===== config.mk =====
export PLATFORM = sky130hd
export DESIGN_NAME = length_prefix_deframer
export DESIGN_NICKNAME = d
export VERILOG_FILES = /design/src/lpd_pkg.sv /design/src/lpd_core.sv /design/src/length_prefix_deframer.sv
export SDC_FILE = /design/constraint.sdc
export NUM_CORES = 1
export LEC_CHECK = 0
export ABC_AREA = 1
export BUFFER_PORTS_ARGS = -buffer_cell sky130_fd_sc_hd__buf_4
export CORE_MARGIN = 4
export CORE_UTILIZATION = 30
export CTS_CLUSTER_DIAMETER = 40
export CTS_CLUSTER_SIZE = 8
export DETAILED_ROUTE_END_ITERATION = 12
export GPL_TIMING_DRIVEN = 0
export HOLD_SLACK_MARGIN = 0.02
export PLACE_DENSITY = 0.55
export SLEW_MARGIN = 30
export SYNTH_ARGS = -nofsm -noshare
export SYNTH_HDL_FRONTEND = slang
export SYNTH_SLANG_ARGS = --single-unit
export TNS_END_PERCENT = 10

===== constraint.sdc =====
create_clock -name clk -period 3.5 [get_ports clk]
set_input_delay 0.7 -clock clk [delete_from_list [all_inputs] [get_ports clk]]
set_output_delay 0.7 -clock clk [all_outputs]
set_load 0.005 [all_outputs]

===== src/lpd_pkg.sv =====
// Package for the length-prefixed string deframer.
// Holds the item types, code enums and header constants; no dependencies.
`timescale 1ns / 1ps
`default_nettype none

package lpd_pkg;

	typedef enum logic {
		OP_DATA = 1'b0,
		OP_EOS  = 1'b1
	} op_t;

	typedef enum logic [1:0] {
		KIND_BYTE  = 2'd0,
		KIND_EMPTY = 2'd1,
		KIND_TRUNC = 2'd2,
		KIND_END   = 2'd3
	} kind_t;

	typedef enum logic [2:0] {
		PH_IDLE = 3'b001,
		PH_LEN  = 3'b010,
		PH_DATA = 3'b100
	} phase_t;

	localparam logic [7:0] LongMark = 8'd253;
	localparam logic [7:0] LongBias = 8'd251;

	typedef struct packed {
		op_t        operation;
		logic [7:0] data_byte;
	} req_t;

	typedef struct packed {
		kind_t      kind;
		logic [7:0] payload_byte;
		logic       last;
	} rsp_t;

	typedef struct packed {
		logic idle;
		logic data;
		logic count_zero;
	} lpd_status_t;

endpackage

`default_nettype wire


===== src/lpd_core.sv =====
// Deframer state machine: header decode, length assembly and payload count.
// Depends on lpd_pkg; the state advances only when step is high.
`timescale 1ns / 1ps
`default_nettype none

module lpd_core (
	input  wire logic               clk,
	input  wire logic               arst_n,
	input  wire logic               step,
	input  wire lpd_pkg::req_t      item,
	output logic                    has_res,
	output lpd_pkg::rsp_t           res,
	output lpd_pkg::lpd_status_t    status
);
	import lpd_pkg::*;

	phase_t      phase_q, phase_d;
	logic [2:0]  left_q, left_d;
	logic [31:0] cnt_q, cnt_d;
	logic [31:0] cnt_shift;
	logic [31:0] cnt_dec;
	logic [7:0]  bias_diff;

	assign cnt_shift = {cnt_q[23:0], item.data_byte};
	assign cnt_dec   = cnt_q - 32'd1;
	assign bias_diff = item.data_byte - LongBias;

	always_comb begin
		phase_d = phase_q;
		left_d  = left_q;
		cnt_d   = cnt_q;
		has_res = 1'b0;
		res     = '{kind: KIND_BYTE, payload_byte: 8'd0, last: 1'b0};
		case (phase_q)
			PH_LEN: begin
				if (item.operation == OP_EOS) begin
					phase_d  = PH_IDLE;
					left_d   = 3'd0;
					cnt_d    = 32'd0;
					has_res  = 1'b1;
					res.kind = KIND_TRUNC;
				end else if (left_q == 3'd0) begin
					phase_d = PH_IDLE;
				end else begin
					cnt_d  = cnt_shift;
					left_d = left_q - 3'd1;
					if (left_q == 3'd1) begin
						if (cnt_shift == 32'd0) begin
							phase_d  = PH_IDLE;
							has_res  = 1'b1;
							res.kind = KIND_EMPTY;
						end else begin
							phase_d = PH_DATA;
						end
					end
				end
			end
			PH_DATA: begin
				if (item.operation == OP_EOS) begin
					phase_d  = PH_IDLE;
					left_d   = 3'd0;
					cnt_d    = 32'd0;
					has_res  = 1'b1;
					res.kind = KIND_TRUNC;
				end else if (cnt_q == 32'd0) begin
					phase_d = PH_IDLE;
				end else begin
					cnt_d            = cnt_dec;
					has_res          = 1'b1;
					res.kind         = KIND_BYTE;
					res.payload_byte = item.data_byte;
					res.last         = (cnt_dec == 32'd0);
					if (cnt_dec == 32'd0) begin
						phase_d = PH_IDLE;
					end
				end
			end
			default: begin
				if (item.operation == OP_EOS) begin
					has_res  = 1'b1;
					res.kind = KIND_END;
				end else if (item.data_byte >= LongMark) begin
					left_d  = bias_diff[2:0];
					cnt_d   = 32'd0;
					phase_d = PH_LEN;
				end else if (item.data_byte == 8'd0) begin
					phase_d  = PH_IDLE;
					has_res  = 1'b1;
					res.kind = KIND_EMPTY;
				end else begin
					cnt_d   = {24'd0, item.data_byte};
					phase_d = PH_DATA;
				end
			end
		endcase
	end

	always_ff @(posedge clk or negedge arst_n) begin
		if (!arst_n) begin
			phase_q <= PH_IDLE;
			left_q  <= 3'd0;
			cnt_q   <= 32'd0;
		end else if (step) begin
			phase_q <= phase_d;
			left_q  <= left_d;
			cnt_q   <= cnt_d;
		end
	end

	assign status.idle       = (phase_q != PH_LEN) && (phase_q != PH_DATA);
	assign status.data       = (phase_q == PH_DATA);
	assign status.count_zero = (cnt_q == 32'd0);

endmodule

`default_nettype wire


===== src/length_prefix_deframer.sv =====
// An accepted item is held in the input register and its result, if any, is
// presented from the result register once the item advances out of the input register.
// Throughput: one item per cycle unless rsp_stall holds a result; header decode and the
// 32-bit payload count update fit in the single stage between input and result registers.
// Reset: arst_n clears the valid flags and the deframer state to idle.
// Top level of the length-prefixed string deframer; instantiates lpd_core, uses lpd_pkg.
`timescale 1ns / 1ps
`default_nettype none

module length_prefix_deframer (
	input  wire logic          clk,
	input  wire logic          arst_n,
	input  wire logic          req_valid,
	output logic               req_stall,
	input  wire lpd_pkg::req_t req,
	output logic               rsp_valid,
	input  wire logic          rsp_stall,
	output lpd_pkg::rsp_t      rsp
);
	import lpd_pkg::*;

	req_t        item_s1;
	logic        valid_s1;
	rsp_t        rsp_q;
	logic        rsp_valid_q;
	logic        has_res;
	rsp_t        res;
	lpd_status_t status;
	logic        advance;
	logic        load_s1;

	assign advance   = valid_s1 && (!has_res || !rsp_valid_q || !rsp_stall);
	assign req_stall = valid_s1 && !advance;
	assign load_s1   = req_valid && !req_stall;

	lpd_core u_core (
		.clk     (clk),
		.arst_n  (arst_n),
		.step    (advance),
		.item    (item_s1),
		.has_res (has_res),
		.res     (res),
		.status  (status)
	);

	always_ff @(posedge clk or negedge arst_n) begin
		if (!arst_n) begin
			valid_s1    <= 1'b0;
			rsp_valid_q <= 1'b0;
		end else begin
			if (load_s1) begin
				valid_s1 <= 1'b1;
			end else if (advance) begin
				valid_s1 <= 1'b0;
			end
			if (advance && has_res) begin
				rsp_valid_q <= 1'b1;
			end else if (!rsp_stall) begin
				rsp_valid_q <= 1'b0;
			end
		end
	end

	always_ff @(posedge clk) begin
		if (load_s1) begin
			item_s1 <= req;
		end
		if (advance && has_res) begin
			rsp_q <= res;
		end
	end

	assign rsp_valid = rsp_valid_q;
	assign rsp       = rsp_q;

	a_stall_needs_item: assert property (@(posedge clk) disable iff (!arst_n)
		req_stall |-> valid_s1)
		else $error("input stalled with no item held");

	a_last_only_on_byte: assert property (@(posedge clk) disable iff (!arst_n)
		(rsp_valid && rsp.last) |-> (rsp.kind == KIND_BYTE))
		else $error("last flag on a result that is not a payload byte");

	a_trunc_to_idle: assert property (@(posedge clk) disable iff (!arst_n)
		(advance && has_res && res.kind == KIND_TRUNC) |=> status.idle)
		else $error("deframer not idle after a truncation");

	a_data_count_live: assert property (@(posedge clk) disable iff (!arst_n)
		status.data |-> !status.count_zero)
		else $error("payload phase with a zero byte count");

	a_last_to_idle: assert property (@(posedge clk) disable iff (!arst_n)
		(advance && has_res && res.last) |=> status.idle)
		else $error("deframer not idle after the final payload byte");

endmodule

`default_nettype wire

==> impl_results.md <==
- DIE WIDTH: 125 um
- I/O pin count: 26
- Register area share after synthesis: 38.7%
- # port buffers: 25
- Max Fclk: 340 MHz
- Slew headroom: 52.1%
- Deepest clock path buffer count: 2
- RSZ-0062 raised after global routing: no
- Post-synth EDFFs: 20
- Fin util: 36.4%
- Chip Height: 125 um
- P&R area growth vs syn: 17.7%
- Antenna violations before repair: 0
- Post-synth ARST share: 66.7%
- Hold_buf cts: 0
- VDD IR max: 0.000330 V
- WP data arrival: 2.24 ns
- First-pass GRT wire length: 20.8 mm
- Cell row count: 42
- Synthesis-stage register bit count: 60
- Clk_skew: 0.00491 ns
- Final period util: 84.1%
- Ys Warns: 0
- Starting density of the core: 30.9%
- Met1 Usage GRT: 20.9%
- Critical path type: flop to output port
- Final worst path period need: 2.94 ns
- Wire per inst: 15.7 um
- Leak pwr: 0.00234 uW
- Starting DRC count in detailed routing: 368
- Max-cap check violation count: 0
- Hold Crit Class: primary input to asynchronous set/reset pin
- Met3 usage: 4.90%
- Synthesized Nets: 598
- Final Hold Vio Count: 0
- Total core area: 0.0134 sq mm
- Gpl congestion: 0.907
- Power, Total: 4050 uW
- CTS tree: done
- H-tree depth: 3
- Crit path capture type: output port
- Post-DP HPWL: 9.72 mm
- Fin Hold WS: 0.355 ns
- Grt met2 use: 27.2%
- Global Route Usage Sum: 16.6%
- Worst Tran Pin Value: 0.719 ns
- Pwr Density: 832 mW/mm^2
- Via density: 5.04
- Clock-pin slew on the worst setup and hold paths: 0.05 ns
- Worst-path cell chain: nor2_2 -> nand2_1 -> nor2_2 -> nand2_1 -> nor3_2 -> nor2_1 -> nor2_2 -> nand2_2 -> nand2_1 -> nor2_1 -> buf_4
- Sum Neg Setup Slack: 0 ns
- DRC viols: 0
- CTS root buffer: clkbuf_16
- Pin count of the biggest net entering global routing: 41
- Final wirelength: 12.5 mm
- Status: finished clean
- Commonest non-fill, non-tap cell in the layout: nand2_1
- Cell variety after synth: 38
- Final setup vio count: 0
- Detailed Routing Iterations Pass 1: 5
- Crit-path slowest cell: dfrtp_1
- Via count: 3,992
- Nets: 634
- Worst setup SP type: flop
- Number of global-route vias before repair: 4,109
- Post-CTS resize count: 0
- Worst skew pair latency: 0.34 ns
- Final slew viol count: 0
- Synthesized cell area: 0.00414 sq mm
- CTS Buf Count: 9
- Setup Fix Bufs, Post-CTS: 0
- Syn avg cell area: 7.20 sq um
- # diodes: 0
- Top FF cell, synth: dfrtp_1
- Most frequent cells in the layout: nand2_1, nor2_1, inv_1
- CP required: 2.80 ns
- Die area: 0.0157 sq mm
- Slowest cell delay on critical path: 0.46 ns
- CP max FO: 5
- Layout cells sized above 1: 15.4%
- Design area: 0.00487 sq mm
- Global route total overflow: 0
- Post-Syn Instances: 575
- Top Usage Layer GRT: met2
- # clock sinks: 60
- Cell Area, Placed: 0.00455 sq mm
- Post-route ant nets: 0
[report_power, final]
group | switching, uW | internal [uW] | total, uW
clock network | 326 | 641 | 967
registers | 131 | 894 | 1030
logic | 1410 | 648 | 2060
[flip-flops by register name, summed over array words and instances (netlist names)]
| signal | flops |
|---|---|
| item_s1 | 9 |
| rsp | 11 |
| rsp_valid | 1 |
| u_core.cnt_q | 32 |
| u_core.left_q | 3 |
| u_core.phase_q | 3 |
| valid_s1 | 1 |
[critical path, delay by kind of cell (launching register included)]
family	cells	cell delay [ns]
buf+inv	1	0.13
simple gates	10	1.31
flops	1	0.46
[layer usage]
metal  part of all wire (%)  vias up
met5                      0        -
met4                    2.4        0
met3                    5.9       30
met2                     47      132
met1                     44     1876
li1                       -     1954
[cell families (layout without fill, tap and decap cells)]
kind of cell / after synthesis / after routing / share of synthesized area (%)
AOI/OAI and AO/OA: 85 / 85 / 13.5
xor gates and xnor gates: 7 / 7 / 1.48
adders and majority gates: 10 / 10 / 3.02
buffers and inverters: 88 / 129 / 9.13
DFF: 60 / 60 / 38.7
and+or+nand+nor: 325 / 325 / 34.1
[layout make-up]
class	count	area, sq um
fillers	1428	8530
multi-input cells	427	2160
clock inverters	6	87.6
well taps	176	220
plain buffers	12	91.3
clock buffers	10	239
flip-flops and latches	60	1600
repair buffers	25	188
inverters	76	287
[synthesized netlist by cell type, types with 2 or more instances]
cell type  count  area, sq um
nor2_2         9         56.3
clkbuf_1       7         26.3
o21ai_0       24          120
nand4_1       16          100
nor3_1         3         15.0
inv_1         72          270
buf_6          2         22.5
inv_2          2         7.51
o21ai_1        7         35.0
dfrtp_1       39          976
ha_1          10          125
o21ai_2       16          140
o22ai_1       22          138
a22oi_1        8         60.1
nand2_2       12         75.1
xor2_1         5         43.8
nand2_1      156          586
xnor2_1        2         17.5
a21oi_1        2         10.0
nand3_1       35          175
nor2_4         4         45.0
edfxtp_1      20          601
nor2_1        85          319
nor4_1         3         18.8
[final timing paths]
kind / startpoint / cells past startpoint / endpoint / slack (ns)
worst max register to register: u_core.cnt_q[0] / 12 / u_core.phase_q[2] / 0.85
worst min-delay path: arst_n / 1 / u_core.cnt_q[23] / 0.36
min in group clk: u_core.phase_q[0] / 2 / u_core.phase_q[0] / 0.48
max in group asynchronous: arst_n / 1 / u_core.phase_q[1] / 2.75
worst min register to register: u_core.phase_q[0] / 2 / u_core.phase_q[0] / 0.48
worst max-delay path: u_core.cnt_q[17] / 11 / req_stall / 0.56
[metrics by stage]
| stage | cells | worst slack [ns] |
|---|---|---|
| global route | 792 | 0.318 |
| detailed placement | 776 | 0.886 |
| finish | 792 | 0.556 |
| CTS | 792 | 0.557 |
| floorplan | 575 | 1.30 |
| global placement | 776 | 0.888 |
No activity file was read; power rests on OpenSTA's default activity.
